**src/sdf_pkg.sv**
```systemverilog
// ----------------------------------------------------------------------------
// sdf_pkg
// Shared types and constants of the signed decimal field formatter.
// ----------------------------------------------------------------------------
package sdf_pkg;

  localparam int unsigned VALUE_W    = 64;
  localparam int unsigned CHAR_W     = 8;
  localparam int unsigned LEN_W      = 7;
  localparam int unsigned DIGIT_W    = 4;
  localparam int unsigned MAX_DIGITS = 20;
  localparam int unsigned BCD_W      = MAX_DIGITS * DIGIT_W;
  localparam int unsigned DIDX_W     = $clog2(MAX_DIGITS);
  localparam int unsigned DCNT_W     = $clog2(MAX_DIGITS + 1);
  localparam int unsigned STEP_W     = $clog2(VALUE_W);
  localparam int unsigned QDEPTH     = 2;
  localparam int unsigned QPTR_W     = $clog2(QDEPTH);
  localparam int unsigned QCNT_W     = $clog2(QDEPTH + 1);

  localparam int unsigned APB_DW     = 32;
  localparam int unsigned APB_AW     = 5;

  localparam logic [LEN_W-1:0] MAX_FIELD = 7'd64;

  // register indexes
  localparam logic [2:0] REG_FIELD_WIDTH     = 3'd0;
  localparam logic [2:0] REG_PRECISION       = 3'd1;
  localparam logic [2:0] REG_PRECISION_GIVEN = 3'd2;
  localparam logic [2:0] REG_LEFT_JUSTIFY    = 3'd3;
  localparam logic [2:0] REG_ZERO_PAD        = 3'd4;
  localparam logic [2:0] REG_PLUS_FLAG       = 3'd5;
  localparam logic [2:0] REG_SPACE_FLAG      = 3'd6;

  localparam logic [CHAR_W-1:0] CH_NONE  = 8'h00;
  localparam logic [CHAR_W-1:0] CH_MINUS = 8'h2d;
  localparam logic [CHAR_W-1:0] CH_PLUS  = 8'h2b;
  localparam logic [CHAR_W-1:0] CH_SPACE = 8'h20;
  localparam logic [CHAR_W-1:0] CH_ZERO  = 8'h30;

  typedef struct packed {
    logic [6:0] field_width;
    logic [5:0] precision;
    logic       precision_given;
    logic       left_justify;
    logic       zero_pad;
    logic       plus_flag;
    logic       space_flag;
  } cfg_t;

  // one converted value waiting for the emitter
  typedef struct packed {
    logic [BCD_W-1:0]  digits;
    logic [DCNT_W-1:0] digit_count;
    logic [CHAR_W-1:0] sign_ch;
  } q_entry_t;

endpackage

```
**src/sdf_if.sv**
```systemverilog
// ----------------------------------------------------------------------------
// sdf_in_if / sdf_out_if
// Valid/ready stream channels of the formatter.
// ----------------------------------------------------------------------------
interface sdf_in_if;
  import sdf_pkg::*;
  logic                      valid;
  logic                      ready;
  logic signed [VALUE_W-1:0] value;
  modport source (output valid, output value, input ready);
  modport sink   (input valid, input value, output ready);
endinterface

interface sdf_out_if;
  import sdf_pkg::*;
  logic              valid;
  logic              ready;
  logic [CHAR_W-1:0] character;
  logic              last;
  logic              empty_res;
  logic [LEN_W-1:0]  total_length;
  modport source (output valid, output character, output last, output empty_res,
                  output total_length, input ready);
  modport sink   (input valid, input character, input last, input empty_res,
                  input total_length, output ready);
endinterface

```
**src/sdf_cfg.sv**
```systemverilog
// ----------------------------------------------------------------------------
// sdf_cfg
// APB register file holding the format configuration.
// ----------------------------------------------------------------------------
module sdf_cfg (
  input  logic                           clk_i,
  input  logic                           rst_ni,
  input  logic                           psel,
  input  logic                           penable,
  input  logic                           pwrite,
  input  logic [sdf_pkg::APB_AW-1:0]     paddr,
  input  logic [sdf_pkg::APB_DW-1:0]     pwdata,
  output logic [sdf_pkg::APB_DW-1:0]     prdata,
  output logic                           pready,
  output sdf_pkg::cfg_t                  cfg_o
);
  import sdf_pkg::*;

  cfg_t       cfg_q;
  logic [2:0] idx;
  logic       wr_en;

  assign idx   = paddr[4:2];
  assign wr_en = psel & penable & pwrite;
  assign pready = 1'b1;
  assign cfg_o = cfg_q;

  always_ff @(posedge clk_i or negedge rst_ni) begin
    if (!rst_ni) begin
      cfg_q <= '0;
    end else if (wr_en) begin
      case (idx)
        REG_FIELD_WIDTH:     cfg_q.field_width     <= pwdata[6:0];
        REG_PRECISION:       cfg_q.precision       <= pwdata[5:0];
        REG_PRECISION_GIVEN: cfg_q.precision_given <= pwdata[0];
        REG_LEFT_JUSTIFY:    cfg_q.left_justify    <= pwdata[0];
        REG_ZERO_PAD:        cfg_q.zero_pad        <= pwdata[0];
        REG_PLUS_FLAG:       cfg_q.plus_flag       <= pwdata[0];
        REG_SPACE_FLAG:      cfg_q.space_flag      <= pwdata[0];
        default: ;
      endcase
    end
  end

  always_comb begin
    case (idx)
      REG_FIELD_WIDTH:     prdata = {25'd0, cfg_q.field_width};
      REG_PRECISION:       prdata = {26'd0, cfg_q.precision};
      REG_PRECISION_GIVEN: prdata = {31'd0, cfg_q.precision_given};
      REG_LEFT_JUSTIFY:    prdata = {31'd0, cfg_q.left_justify};
      REG_ZERO_PAD:        prdata = {31'd0, cfg_q.zero_pad};
      REG_PLUS_FLAG:       prdata = {31'd0, cfg_q.plus_flag};
      REG_SPACE_FLAG:      prdata = {31'd0, cfg_q.space_flag};
      default:             prdata = '0;
    endcase
  end

endmodule

```
**src/sdf_front.sv**
```systemverilog
// ----------------------------------------------------------------------------
// sdf_front
// Accepts a value, picks its sign and converts the magnitude to decimal
// digits with a shift-add-3 converter, one bit per cycle.
// ----------------------------------------------------------------------------
module sdf_front (
  input  logic              clk_i,
  input  logic              rst_ni,
  input  sdf_pkg::cfg_t     cfg_i,
  sdf_in_if.sink            in_i,
  output logic              push_o,
  input  logic              push_ready_i,
  output sdf_pkg::q_entry_t entry_o
);
  import sdf_pkg::*;

  typedef enum logic [1:0] {F_IDLE, F_CONV, F_SCAN, F_PUSH} fstate_e;

  fstate_e             state_q, state_d;
  logic [VALUE_W-1:0]  bin_q, bin_d;
  logic [BCD_W-1:0]    bcd_q, bcd_d;
  logic [STEP_W-1:0]   step_q, step_d;
  logic [DIDX_W-1:0]   idx_q, idx_d;
  logic [DCNT_W-1:0]   dc_q, dc_d;
  logic [CHAR_W-1:0]   sign_q, sign_d;
  logic                skip_q, skip_d;

  logic [VALUE_W-1:0]  mag;
  logic [BCD_W-1:0]    adj;
  logic [DIGIT_W-1:0]  scan_digit;

  assign in_i.ready = (state_q == F_IDLE);
  assign mag = in_i.value[VALUE_W-1] ? (~in_i.value + 64'd1) : in_i.value;
  assign scan_digit = bcd_q[{idx_q, 2'b00} +: DIGIT_W];

  always_comb begin
    for (int i = 0; i < MAX_DIGITS; i++) begin
      if (bcd_q[i*DIGIT_W +: DIGIT_W] >= 4'd5) begin
        adj[i*DIGIT_W +: DIGIT_W] = bcd_q[i*DIGIT_W +: DIGIT_W] + 4'd3;
      end else begin
        adj[i*DIGIT_W +: DIGIT_W] = bcd_q[i*DIGIT_W +: DIGIT_W];
      end
    end
  end

  assign push_o = (state_q == F_PUSH);
  assign entry_o.digits      = bcd_q;
  assign entry_o.digit_count = skip_q ? '0 : dc_q;
  assign entry_o.sign_ch     = sign_q;

  always_comb begin
    state_d = state_q;
    bin_d   = bin_q;
    bcd_d   = bcd_q;
    step_d  = step_q;
    idx_d   = idx_q;
    dc_d    = dc_q;
    sign_d  = sign_q;
    skip_d  = skip_q;
    case (state_q)
      F_IDLE: begin
        if (in_i.valid) begin
          bin_d  = mag;
          bcd_d  = '0;
          step_d = '0;
          skip_d = cfg_i.precision_given && (cfg_i.precision == 6'd0) && (mag == '0);
          if (in_i.value[VALUE_W-1]) begin
            sign_d = CH_MINUS;
          end else if (cfg_i.plus_flag) begin
            sign_d = CH_PLUS;
          end else if (cfg_i.space_flag) begin
            sign_d = CH_SPACE;
          end else begin
            sign_d = CH_NONE;
          end
          state_d = F_CONV;
        end
      end
      F_CONV: begin
        bcd_d  = {adj[BCD_W-2:0], bin_q[VALUE_W-1]};
        bin_d  = {bin_q[VALUE_W-2:0], 1'b0};
        step_d = step_q + 1'b1;
        if (step_q == STEP_W'(VALUE_W - 1)) begin
          idx_d   = DIDX_W'(MAX_DIGITS - 1);
          state_d = F_SCAN;
        end
      end
      F_SCAN: begin
        // walk down to the leading nonzero digit
        if ((scan_digit != '0) || (idx_q == '0)) begin
          dc_d    = DCNT_W'(idx_q) + 1'b1;
          state_d = F_PUSH;
        end else begin
          idx_d = idx_q - 1'b1;
        end
      end
      F_PUSH: begin
        if (push_ready_i) begin
          state_d = F_IDLE;
        end
      end
      default: state_d = F_IDLE;
    endcase
  end

  always_ff @(posedge clk_i or negedge rst_ni) begin
    if (!rst_ni) begin
      state_q <= F_IDLE;
      bin_q   <= '0;
      bcd_q   <= '0;
      step_q  <= '0;
      idx_q   <= '0;
      dc_q    <= '0;
      sign_q  <= '0;
      skip_q  <= 1'b0;
    end else begin
      state_q <= state_d;
      bin_q   <= bin_d;
      bcd_q   <= bcd_d;
      step_q  <= step_d;
      idx_q   <= idx_d;
      dc_q    <= dc_d;
      sign_q  <= sign_d;
      skip_q  <= skip_d;
    end
  end

endmodule

```
**src/sdf_queue.sv**
```systemverilog
// ----------------------------------------------------------------------------
// sdf_queue
// Short queue of converted values between converter and emitter.
// ----------------------------------------------------------------------------
module sdf_queue (
  input  logic              clk_i,
  input  logic              rst_ni,
  input  logic              push_i,
  output logic              push_ready_o,
  input  sdf_pkg::q_entry_t entry_i,
  output logic              valid_o,
  input  logic              pop_i,
  output sdf_pkg::q_entry_t entry_o
);
  import sdf_pkg::*;

  q_entry_t          mem_q [QDEPTH];
  logic [QPTR_W-1:0] wr_ptr_q, rd_ptr_q;
  logic [QCNT_W-1:0] cnt_q;
  logic              do_push, do_pop;

  assign push_ready_o = (cnt_q != QCNT_W'(QDEPTH));
  assign valid_o      = (cnt_q != '0);
  assign entry_o      = mem_q[rd_ptr_q];
  assign do_push      = push_i & push_ready_o;
  assign do_pop       = pop_i & valid_o;

  always_ff @(posedge clk_i) begin
    if (do_push) begin
      mem_q[wr_ptr_q] <= entry_i;
    end
  end

  always_ff @(posedge clk_i or negedge rst_ni) begin
    if (!rst_ni) begin
      wr_ptr_q <= '0;
      rd_ptr_q <= '0;
      cnt_q    <= '0;
    end else begin
      if (do_push) begin
        wr_ptr_q <= (wr_ptr_q == QPTR_W'(QDEPTH - 1)) ? '0 : wr_ptr_q + 1'b1;
      end
      if (do_pop) begin
        rd_ptr_q <= (rd_ptr_q == QPTR_W'(QDEPTH - 1)) ? '0 : rd_ptr_q + 1'b1;
      end
      case ({do_push, do_pop})
        2'b10:   cnt_q <= cnt_q + 1'b1;
        2'b01:   cnt_q <= cnt_q - 1'b1;
        default: cnt_q <= cnt_q;
      endcase
    end
  end

endmodule

```
**src/sdf_back.sv**
```systemverilog
// ----------------------------------------------------------------------------
// sdf_back
// Lays out the field (padding, sign, leading zeros, digits) and emits it
// one character per cycle while not stalled, into a registered output.
// ----------------------------------------------------------------------------
module sdf_back (
  input  logic              clk_i,
  input  logic              rst_ni,
  input  sdf_pkg::cfg_t     cfg_i,
  input  logic              valid_i,
  input  sdf_pkg::q_entry_t entry_i,
  output logic              pop_o,
  sdf_out_if.source         out_o
);
  import sdf_pkg::*;

  typedef enum logic [2:0] {
    B_IDLE, B_PRE, B_SIGN, B_ZERO, B_DIG, B_POST, B_EMPTY
  } bstate_e;

  bstate_e           state_q, state_d;
  logic [LEN_W-1:0]  cnt_q, cnt_d;
  logic [LEN_W-1:0]  zn_q, zn_d;
  logic [LEN_W-1:0]  post_q, post_d;
  logic [LEN_W-1:0]  total_q, total_d;
  logic [LEN_W-1:0]  pos_q, pos_d;
  logic              ovalid_q, ovalid_d;
  logic [CHAR_W-1:0] char_q, char_d;
  logic              last_q, last_d;
  logic              empty_q, empty_d;
  logic [LEN_W-1:0]  tlen_q, tlen_d;

  logic              can_emit, emit, is_last;
  logic [CHAR_W-1:0] emit_ch;
  logic              sign_len;
  logic [LEN_W-1:0]  dc7, zeros, body, width, pad, pre_n, zn_n, post_n, total_n;
  logic [DIDX_W-1:0] dig_idx;
  logic [DIGIT_W-1:0] digit;

  assign sign_len = (entry_i.sign_ch != CH_NONE);
  assign dc7      = LEN_W'(entry_i.digit_count);
  assign dig_idx  = cnt_q[DIDX_W-1:0] - 1'b1;
  assign digit    = entry_i.digits[{dig_idx, 2'b00} +: DIGIT_W];
  assign can_emit = !ovalid_q || out_o.ready;
  assign is_last  = (pos_q + 1'b1) == total_q;

  // field layout from the head entry and the configuration
  always_comb begin
    if (cfg_i.precision_given && (LEN_W'(cfg_i.precision) > dc7)) begin
      zeros = LEN_W'(cfg_i.precision) - dc7;
    end else begin
      zeros = '0;
    end
    body  = LEN_W'(sign_len) + zeros + dc7;
    width = (cfg_i.field_width > MAX_FIELD) ? MAX_FIELD : cfg_i.field_width;
    pad   = (width > body) ? width - body : '0;
    if (cfg_i.left_justify) begin
      pre_n  = '0;
      zn_n   = zeros;
      post_n = pad;
    end else if (cfg_i.zero_pad && !cfg_i.precision_given) begin
      pre_n  = '0;
      zn_n   = pad + zeros;
      post_n = '0;
    end else begin
      pre_n  = pad;
      zn_n   = zeros;
      post_n = '0;
    end
    total_n = pre_n + LEN_W'(sign_len) + zn_n + dc7 + post_n;
  end

  always_comb begin
    state_d  = state_q;
    cnt_d    = cnt_q;
    zn_d     = zn_q;
    post_d   = post_q;
    total_d  = total_q;
    pos_d    = pos_q;
    ovalid_d = ovalid_q && !out_o.ready;
    char_d   = char_q;
    last_d   = last_q;
    empty_d  = empty_q;
    tlen_d   = tlen_q;
    emit     = 1'b0;
    emit_ch  = CH_SPACE;
    pop_o    = 1'b0;
    case (state_q)
      B_IDLE: begin
        if (valid_i) begin
          zn_d    = zn_n;
          post_d  = post_n;
          total_d = total_n;
          pos_d   = '0;
          cnt_d   = pre_n;
          state_d = (total_n == '0) ? B_EMPTY : B_PRE;
        end
      end
      B_PRE: begin
        if (cnt_q == '0) begin
          cnt_d   = LEN_W'(sign_len);
          state_d = B_SIGN;
        end else begin
          emit    = can_emit;
          emit_ch = CH_SPACE;
        end
      end
      B_SIGN: begin
        if (cnt_q == '0) begin
          cnt_d   = zn_q;
          state_d = B_ZERO;
        end else begin
          emit    = can_emit;
          emit_ch = entry_i.sign_ch;
        end
      end
      B_ZERO: begin
        if (cnt_q == '0) begin
          cnt_d   = dc7;
          state_d = B_DIG;
        end else begin
          emit    = can_emit;
          emit_ch = CH_ZERO;
        end
      end
      B_DIG: begin
        // most significant digit first
        if (cnt_q == '0) begin
          cnt_d   = post_q;
          state_d = B_POST;
        end else begin
          emit    = can_emit;
          emit_ch = CH_ZERO + CHAR_W'(digit);
        end
      end
      B_POST: begin
        if (cnt_q == '0) begin
          pop_o   = 1'b1;
          state_d = B_IDLE;
        end else begin
          emit    = can_emit;
          emit_ch = CH_SPACE;
        end
      end
      B_EMPTY: begin
        if (can_emit) begin
          ovalid_d = 1'b1;
          char_d   = CH_NONE;
          last_d   = 1'b1;
          empty_d  = 1'b1;
          tlen_d   = '0;
          pop_o    = 1'b1;
          state_d  = B_IDLE;
        end
      end
      default: state_d = B_IDLE;
    endcase
    if (emit) begin
      ovalid_d = 1'b1;
      char_d   = emit_ch;
      last_d   = is_last;
      empty_d  = 1'b0;
      tlen_d   = is_last ? total_q : '0;
      cnt_d    = cnt_q - 1'b1;
      pos_d    = pos_q + 1'b1;
    end
  end

  always_ff @(posedge clk_i or negedge rst_ni) begin
    if (!rst_ni) begin
      state_q  <= B_IDLE;
      cnt_q    <= '0;
      zn_q     <= '0;
      post_q   <= '0;
      total_q  <= '0;
      pos_q    <= '0;
      ovalid_q <= 1'b0;
      char_q   <= '0;
      last_q   <= 1'b0;
      empty_q  <= 1'b0;
      tlen_q   <= '0;
    end else begin
      state_q  <= state_d;
      cnt_q    <= cnt_d;
      zn_q     <= zn_d;
      post_q   <= post_d;
      total_q  <= total_d;
      pos_q    <= pos_d;
      ovalid_q <= ovalid_d;
      char_q   <= char_d;
      last_q   <= last_d;
      empty_q  <= empty_d;
      tlen_q   <= tlen_d;
    end
  end

  assign out_o.valid        = ovalid_q;
  assign out_o.character    = char_q;
  assign out_o.last         = last_q;
  assign out_o.empty_res    = empty_q;
  assign out_o.total_length = tlen_q;

endmodule

```
**src/signed_decimal_field_formatter.sv**
```systemverilog
// ----------------------------------------------------------------------------
// signed_decimal_field_formatter
// Formats signed 64-bit values as printf %d text, one character per word.
//
// in_i carries one signed value per word; out_o returns the field's ASCII
// characters in order, last marking the final one, which also carries
// total_length. A field with no characters gives one word with empty_res
// set. Format settings are written over the APB port (field width,
// precision, precision given, left justify, zero pad, plus, space); the
// user must do so only while the block is idle, which it does not enforce.
// The front accepts a value, runs the bit-serial binary-to-decimal
// converter, scans for the leading digit and pushes the result into the
// queue. The back emits one character a cycle while the receiver is
// ready, and pauses for layout between the parts of a field. A two-entry
// queue lets a new value convert while the previous one is still emitted,
// so the sustained rate is set by the converter for short fields and by
// the character count for long ones.
// Reset clears the configuration to zero, empties the queue and drops any
// word in flight. A stalled receiver holds the output word; the emitter
// waits and the converter runs on until the queue is full.
// ----------------------------------------------------------------------------
module signed_decimal_field_formatter (
  input  logic                       clk_i,
  input  logic                       rst_ni,
  input  logic                       psel,
  input  logic                       penable,
  input  logic                       pwrite,
  input  logic [sdf_pkg::APB_AW-1:0] paddr,
  input  logic [sdf_pkg::APB_DW-1:0] pwdata,
  output logic [sdf_pkg::APB_DW-1:0] prdata,
  output logic                       pready,
  sdf_in_if.sink                     in_i,
  sdf_out_if.source                  out_o
);
  import sdf_pkg::*;

  cfg_t     cfg;
  q_entry_t push_entry, head_entry;
  logic     push, push_ready, head_valid, pop;

  sdf_cfg u_cfg (
    .clk_i   (clk_i),
    .rst_ni  (rst_ni),
    .psel    (psel),
    .penable (penable),
    .pwrite  (pwrite),
    .paddr   (paddr),
    .pwdata  (pwdata),
    .prdata  (prdata),
    .pready  (pready),
    .cfg_o   (cfg)
  );

  sdf_front u_front (
    .clk_i        (clk_i),
    .rst_ni       (rst_ni),
    .cfg_i        (cfg),
    .in_i         (in_i),
    .push_o       (push),
    .push_ready_i (push_ready),
    .entry_o      (push_entry)
  );

  sdf_queue u_queue (
    .clk_i        (clk_i),
    .rst_ni       (rst_ni),
    .push_i       (push),
    .push_ready_o (push_ready),
    .entry_i      (push_entry),
    .valid_o      (head_valid),
    .pop_i        (pop),
    .entry_o      (head_entry)
  );

  sdf_back u_back (
    .clk_i   (clk_i),
    .rst_ni  (rst_ni),
    .cfg_i   (cfg),
    .valid_i (head_valid),
    .entry_i (head_entry),
    .pop_o   (pop),
    .out_o   (out_o)
  );

endmodule
```
**src/flat_wrapper.sv**
```systemverilog
// flat-port wrapper written by rule: the top's interface ports become plain ports
module signed_decimal_field_formatter_flat import sdf_pkg::*;
  (clk_i, rst_ni, psel, penable, pwrite, paddr, pwdata, prdata, pready, in_i_valid, in_i_value, in_i_ready, out_o_valid, out_o_character, out_o_last, out_o_empty_res, out_o_total_length, out_o_ready);
  sdf_in_if in_i_i ();
  sdf_out_if out_o_i ();
  input  logic clk_i;
  input  logic rst_ni;
  input  logic psel;
  input  logic penable;
  input  logic pwrite;
  input  logic [sdf_pkg::APB_AW-1:0] paddr;
  input  logic [sdf_pkg::APB_DW-1:0] pwdata;
  output logic [sdf_pkg::APB_DW-1:0] prdata;
  output logic pready;
  input wire logic [$bits(in_i_i.valid)-1:0] in_i_valid;
  input wire logic [$bits(in_i_i.value)-1:0] in_i_value;
  output wire logic [$bits(in_i_i.ready)-1:0] in_i_ready;
  output wire logic [$bits(out_o_i.valid)-1:0] out_o_valid;
  output wire logic [$bits(out_o_i.character)-1:0] out_o_character;
  output wire logic [$bits(out_o_i.last)-1:0] out_o_last;
  output wire logic [$bits(out_o_i.empty_res)-1:0] out_o_empty_res;
  output wire logic [$bits(out_o_i.total_length)-1:0] out_o_total_length;
  input wire logic [$bits(out_o_i.ready)-1:0] out_o_ready;
  assign in_i_i.valid = in_i_valid;
  assign in_i_i.value = in_i_value;
  assign in_i_ready = in_i_i.ready;
  assign out_o_valid = out_o_i.valid;
  assign out_o_character = out_o_i.character;
  assign out_o_last = out_o_i.last;
  assign out_o_empty_res = out_o_i.empty_res;
  assign out_o_total_length = out_o_i.total_length;
  assign out_o_i.ready = out_o_ready;
  signed_decimal_field_formatter u_core (.clk_i(clk_i), .rst_ni(rst_ni), .psel(psel), .penable(penable), .pwrite(pwrite), .paddr(paddr), .pwdata(pwdata), .prdata(prdata), .pready(pready), .in_i(in_i_i), .out_o(out_o_i));
endmodule
```
**config.mk**
```make
export PLATFORM = sky130hd
export DESIGN_NAME = signed_decimal_field_formatter_flat
export DESIGN_NICKNAME = d
export VERILOG_FILES = /design/src/sdf_pkg.sv /design/src/sdf_if.sv /design/src/sdf_cfg.sv /design/src/sdf_front.sv /design/src/sdf_queue.sv /design/src/sdf_back.sv /design/src/signed_decimal_field_formatter.sv /design/src/flat_wrapper.sv
export SDC_FILE = /design/constraint.sdc
export NUM_CORES = 1
export LEC_CHECK = 0
export ABC_AREA = 1
export BUFFER_PORTS_ARGS = -buffer_cell sky130_fd_sc_hd__buf_2
export CAP_MARGIN = 20
export CORE_UTILIZATION = 50
export DETAILED_ROUTE_END_ITERATION = 8
export GPL_TIMING_DRIVEN = 1
export PLACE_DENSITY = 0.68
export SYNTH_ARGS = -nofsm -noshare
export SYNTH_HDL_FRONTEND = slang
export SYNTH_HIERARCHICAL = 1
export SYNTH_SLANG_ARGS = --single-unit
```
**constraint.sdc**
```tcl
create_clock -name clk_i -period 15.3 [get_ports clk_i]
set_input_delay 1.53 -clock clk_i [delete_from_list [all_inputs] [get_ports clk_i]]
set_output_delay 1.53 -clock clk_i [all_outputs]
set_load 0.005 [all_outputs]
```
Yosys cells after proc, flatten, opt, wreduce, memory -nomap -nowiden
Memories as Yosys holds them, arrays and structs flattened.
Index checks and enable logic that the tools add are counted.
Cells by class
  add/subtract/negate cells: 41
  magnitude comparators: 23
  eq/ne operators: 37
  shift operators: 2
  mux-type cells: 95
  bitwise gates (word level): 5
  reductions and logical operators: 47
Operators with widths (count)
  80-bit case mux with 2 select lines: 1
  80-bit by 8-bit indexed part select with 4-bit output: 2
  7-bit 2-to-1 mux: 22
  64-bit 2-to-1 mux: 2
  64-bit case mux with 2 select lines: 1
  4-bit by 3-bit >= comparator with 1-bit output (second input constant): 20
  80-bit 2-to-1 mux: 1
  4-bit by 2-bit adder with 4-bit output (second input constant): 19
  4-bit 2-to-1 mux: 19
  64-bit by 1-bit adder with 64-bit output (second input constant): 1
  64-bit zero test: 1
  64-bit NOT: 1
  7-bit case mux with 7 select lines: 1
  7-bit case mux with 5 select lines: 1
  8-bit 2-to-1 mux: 4
  3-bit 2-to-1 mux: 9
  2-bit AND reduction: 13
  6-bit 2-to-1 mux: 4
  8-bit case mux with 3 select lines: 1
  2-bit inequality test (second input constant): 11
  7-bit adder: 3
  3-bit case mux with 7 select lines: 1
  5-bit 2-to-1 mux: 4
  3-bit equality test (second input constant): 6
  other kinds (52): 102
Word-level totals
  bits in registers: 249
  memory bits (writable): 186
  bits of input ports: 108
  memories: 1
Memory list
  u_core.u_queue.mem_q: words 2, bits a word 93, rd ports 1, clocked after Yosys merged registers in 0, wr ports 1, RTL line sdf_queue.sv:17  | q_entry_t mem_q [QDEPTH];

Longest topological paths before layout
An unclocked memory read counts as a cell.
  depth in word-level cells: 18
  gate-level depth with buffers: 56

Hierarchy
Netlist, hierarchy kept.
By module, submodules not included
  sdf_front: instances 1, cells each 1748, area each 11891.4 um^2, seq. area each 4179.0 um^2
  sdf_queue: instances 1, cells each 516, area each 7008.0 um^2, seq. area each 5685.5 um^2
  sdf_back: instances 1, cells each 742, area each 5362.6 um^2, seq. area each 1401.3 um^2
  sdf_cfg: instances 1, cells each 148, area each 1188.6 um^2, seq. area each 450.4 um^2

Worst setup path after synthesis
No wires, ideal clock.
  path type: flip-flop to flip-flop
  start point: register u_core.u_queue.rd_ptr_q
  end point: register u_core.u_back.state_q[0]
  data arrival time: 7.670 ns
  required time: 15.183 ns
  setup slack: 7.513 ns
  cell stages (with the launch flop): 51
  buffers on the path: 4
  period minus slack after synthesis: 7.787 ns
  path through: dfrtp_1 -> buf_2 -> inv_2 -> buf_6 -> buf_6 -> nand2_1 -> nand2_1 -> inv_1 -> ha_1 -> nand3_1 -> nand2_2 -> a21oi_2 -> o21ai_2 -> nand2_2 -> o21ai_0 -> ha_1 -> inv_1 -> o21ai_2 -> (+15 left out) -> fa_1 -> inv_1 -> o31ai_1 -> or2_2 -> a21oi_1 -> fa_1 -> inv_1 -> fa_1 -> ha_1 -> nand2_1 -> o21ai_0 -> xor2_1 -> nor4b_1 -> nand2_1 -> nand2_1 -> nand2_1 -> nand2_1 -> nand2_1
RTL lines
  from (decl): RTL line sdf_queue.sv:18  | logic [QPTR_W-1:0] wr_ptr_q, rd_ptr_q;
  from (signal assigned): RTL line sdf_queue.sv:44  | rd_ptr_q <= (rd_ptr_q == QPTR_W'(QDEPTH - 1)) ? '0 : rd_ptr_q + 1'b1;
  to (signal assigned): RTL line sdf_back.sv:183  | state_q <= state_d;
  to (decl): RTL line sdf_back.sv:21  | bstate_e state_q, state_d;

==> impl_metrics.env <==
export IMPL_outcome="finished clean"
export IMPL_synth_avg_cell_area_um2=8.07
export IMPL_wire_per_inst_um=17.4
export IMPL_coreArea_mm2=0.0502
export IMPL_cts_max_level=2
export IMPL_crit_type="register to register"
export IMPL_wl_um=68500
export IMPL_post_cts_buffers=0
export IMPL_final_cell_mix="969 x nand2_1, 340 x inv_1, 272 x nor2_1, 244 x dfrtp_1, 217 x o21ai_0"
export IMPL_ys_types=63
export IMPL_tritoncts="built"
export IMPL_gp_congestion=0.954
export IMPL_startpoint_type="register"
export IMPL_grt_max_degree=95
export IMPL_start_util_pct=50.7
export IMPL_synth_seq_cells=431
export IMPL_syn_cell_area_mm2=0.0255
export IMPL_final_nets=3429
export IMPL_drc=0
export IMPL_dr_pass1_iters=6
export IMPL_vias=21300
export IMPL_grt_pass1_vias=20300
export IMPL_drt_iter0_markers=1945
export IMPL_numCtsBuffers=48
export IMPL_fmax_mhz=99.8
export IMPL_setup_viol=0
export IMPL_syn_inst=3154
export IMPL_maxCapViolations=0
export IMPL_cts_sinks=431
export IMPL_cts_resized=0
export IMPL_tns_ns=0
export IMPL_synth_edf_count=186
export IMPL_cp_common_cell="nand2_1"
export IMPL_cp_end_kind="register"
export IMPL_dpl_hpwl_um=49200
export IMPL_power_density_mw_per_mm2=192
export IMPL_rrSetupSlack_ns=5.28
export IMPL_dieWidth_um=228
export IMPL_insertion_delay_ns=0.59
export IMPL_cp_arrival_ns=10.49
export IMPL_gr_total_overflow=0
export IMPL_yosysSeqAreaShare_pct=46.0
export IMPL_antenna_found_initial=1
export IMPL_port_buffer_count=106
export IMPL_whs_ns=0.476
export IMPL_die_h_um=228
export IMPL_dieArea_mm2=0.0518
export IMPL_drtAntennaViolNets=0
export IMPL_rsz0062_at_grt="no"
export IMPL_finalCritPeriodShare_pct=65.5
export IMPL_drv_slew=0
export IMPL_hold_buffers=0
export IMPL_viasPerCell=5.42
export IMPL_drive_gt1_share_pct=9.93
export IMPL_clk_pin_slew_worst_paths_ns=0.06
export IMPL_p_leak_nw=13.0
export IMPL_io_pins=160
export IMPL_ir_drop_uv=163
export IMPL_hold_viol=0
export IMPL_maxSlewHeadroom_pct=35.0
export IMPL_path_buf_inv=10
export IMPL_post_route_min_period_ns=10.02
export IMPL_clock_root_buffer="clkbuf_16"
export IMPL_finClkSkew_ns=0.0259
export IMPL_grt_pass1_wl_um=107000
export IMPL_cpMaxStageDelayCell="buf_4"
export IMPL_worstPathRequired_ns=15.77
export IMPL_syn_to_final_growth_pct=10.3
export IMPL_worst_path_largest_cell_delay_ns=0.77
export IMPL_async_flop_share_pct=56.8
export IMPL_synthFlopType="dfrtp_1"
export IMPL_worstMarginPinSlew_ns=0.972
export IMPL_rows=82
export IMPL_crit_family="adder cells"
export IMPL_synth_warnings=6
export IMPL_cts_buffer_depth=3
export IMPL_hold_path_class="register to register"
export IMPL_grt_total_usage_pct=26.5
export IMPL_cp_max_fo=82
export IMPL_final_common_cell="nand2_1"
## per-stage QoR
stage / util [%] / power, mW / setup slack [ns] / instances / instance area, um^2
after floorplan: - / 3.48 / 7.51 / 3180 / 25500
after global placement: 52.5 / 4.11 / 5.51 / 3843 / 26300
after detailed placement: 52.5 / 4.18 / 5.30 / 3843 / 26300
after CTS: 55.8 / 5.40 / 5.28 / 3932 / 28000
after global routing: 55.9 / 5.79 / 4.59 / 3936 / 28100
final: 55.9 / 5.39 / 5.28 / 3936 / 28100
## final cells by class
cell class / instances / area (um^2)
Antenna cell: 1 / 2.50
Clock buffer: 73 / 1460
Clock inverter: 16 / 204
Fill cell: 4630 / 22100
Inverter: 364 / 1370
Multi-Input combinational cell: 2253 / 11700
Sequential cell: 431 / 11700
Tap cell: 672 / 841
Timing Repair Buffer: 126 / 743
## report_power, final
| part | internal [mW] | total [mW] | switching (mW) |
|---|---|---|---|
| registers | 1.50 | 1.66 | 0.157 |
| clock network | 0.728 | 1.20 | 0.470 |
| logic | 0.805 | 2.54 | 1.73 |
| total | 3.03 | 5.39 | 2.36 |
## cells in the mapped netlist, types with 6 or more instances
cell	count	area share, %
a31oi_1	9	0.22
nand3b_1	14	0.41
xor2_1	48	1.7
edfxtp_1	186	22
a32o_1	8	0.31
nor2_4	10	0.44
inv_1	340	5.0
o32ai_1	25	0.86
nor2_2	19	0.47
o221ai_1	12	0.41
o211ai_1	23	0.68
buf_4	34	1.0
o21bai_1	6	0.18
o21ai_2	13	0.45
a22oi_1	18	0.53
nand4_1	22	0.54
buf_6	11	0.49
nor2_1	273	4.0
mux2i_1	8	0.31
fa_1	16	1.3
nand2_2	25	0.61
inv_2	19	0.28
buf_1	6	0.088
ha_1	81	4.0
a211oi_1	6	0.18
o31ai_1	15	0.44
clkbuf_1	51	0.75
a21oi_1	108	2.1
o21ai_1	20	0.39
nand2_1	969	14
dfrtp_1	245	24
nand3_1	140	2.8
nand3_2	8	0.31
o21ai_0	217	4.3
xnor2_1	13	0.45
nor3_1	15	0.29
buf_2	29	0.57
o22ai_1	42	1.0
nand2_4	7	0.31
## routing by layer
metal	share of wire [%]	track usage [%]	vias to the layer above
met2	47	43.0	627
li1	-	-	10500
met5	0	0	-
met4	2.1	6.93	0
met3	6.3	3.90	98
met1	45	37.1	10100
## state kept, by name (all words and copies together) (netlist names), 4 cells and up
signal / cells
u_core/u_front/sign_q: 4
u_core/u_back/cnt_q: 7
u_core/u_back/out_o.character: 8
u_core/u_front/idx_q: 5
u_core/u_front/step_q: 6
u_core/u_front/dc_q: 5
u_core/u_back/zn_q: 7
u_core/u_back/pos_q: 7
u_core/u_queue/mem_q: 186
u_core/u_cfg/cfg_o: 18
u_core/u_front/bin_q: 64
u_core/u_back/post_q: 7
u_core/u_back/out_o.total_length: 7
u_core/u_front/bcd_q: 80
u_core/u_back/total_q: 7
## path summary, 6_finish.rpt
| path | startpoint | to | cells past startpoint |
|---|---|---|---|
| setup / recovery | u_core/u_queue/rd_ptr_q | u_core/u_back/state_q[0] | 46 |
| hold / removal | u_core/u_front/bcd_q[69] | u_core/u_queue/mem_q[0][82] | 0 |
| setup reg to reg | u_core/u_queue/rd_ptr_q | u_core/u_back/state_q[0] | 46 |
| hold reg to reg | u_core/u_front/bcd_q[69] | u_core/u_queue/mem_q[0][82] | 0 |
| max in group asynchronous | rst_ni | u_core/u_front/bcd_q[7] | 3 |
| min in group asynchronous | rst_ni | u_core/u_front/bcd_q[39] | 1 |
## cells by family (layout without fill, tap and decap cells)
logic type,Yosys count,after routing,synth area share [%]
XOR/XNOR,61,61,2.10
AND/OR/NAND/NOR,1522,1522,25.3
adder cells (fa/ha/maj),97,97,5.24
flip-flops,431,431,46.0
multiplexers,8,8,0.315
AO/OA/AOI/OAI,536,536,12.6
other,3,30,0.0442
buffers and inverters,496,579,8.36
Note: power is estimated with default switching activity, not from simulation.
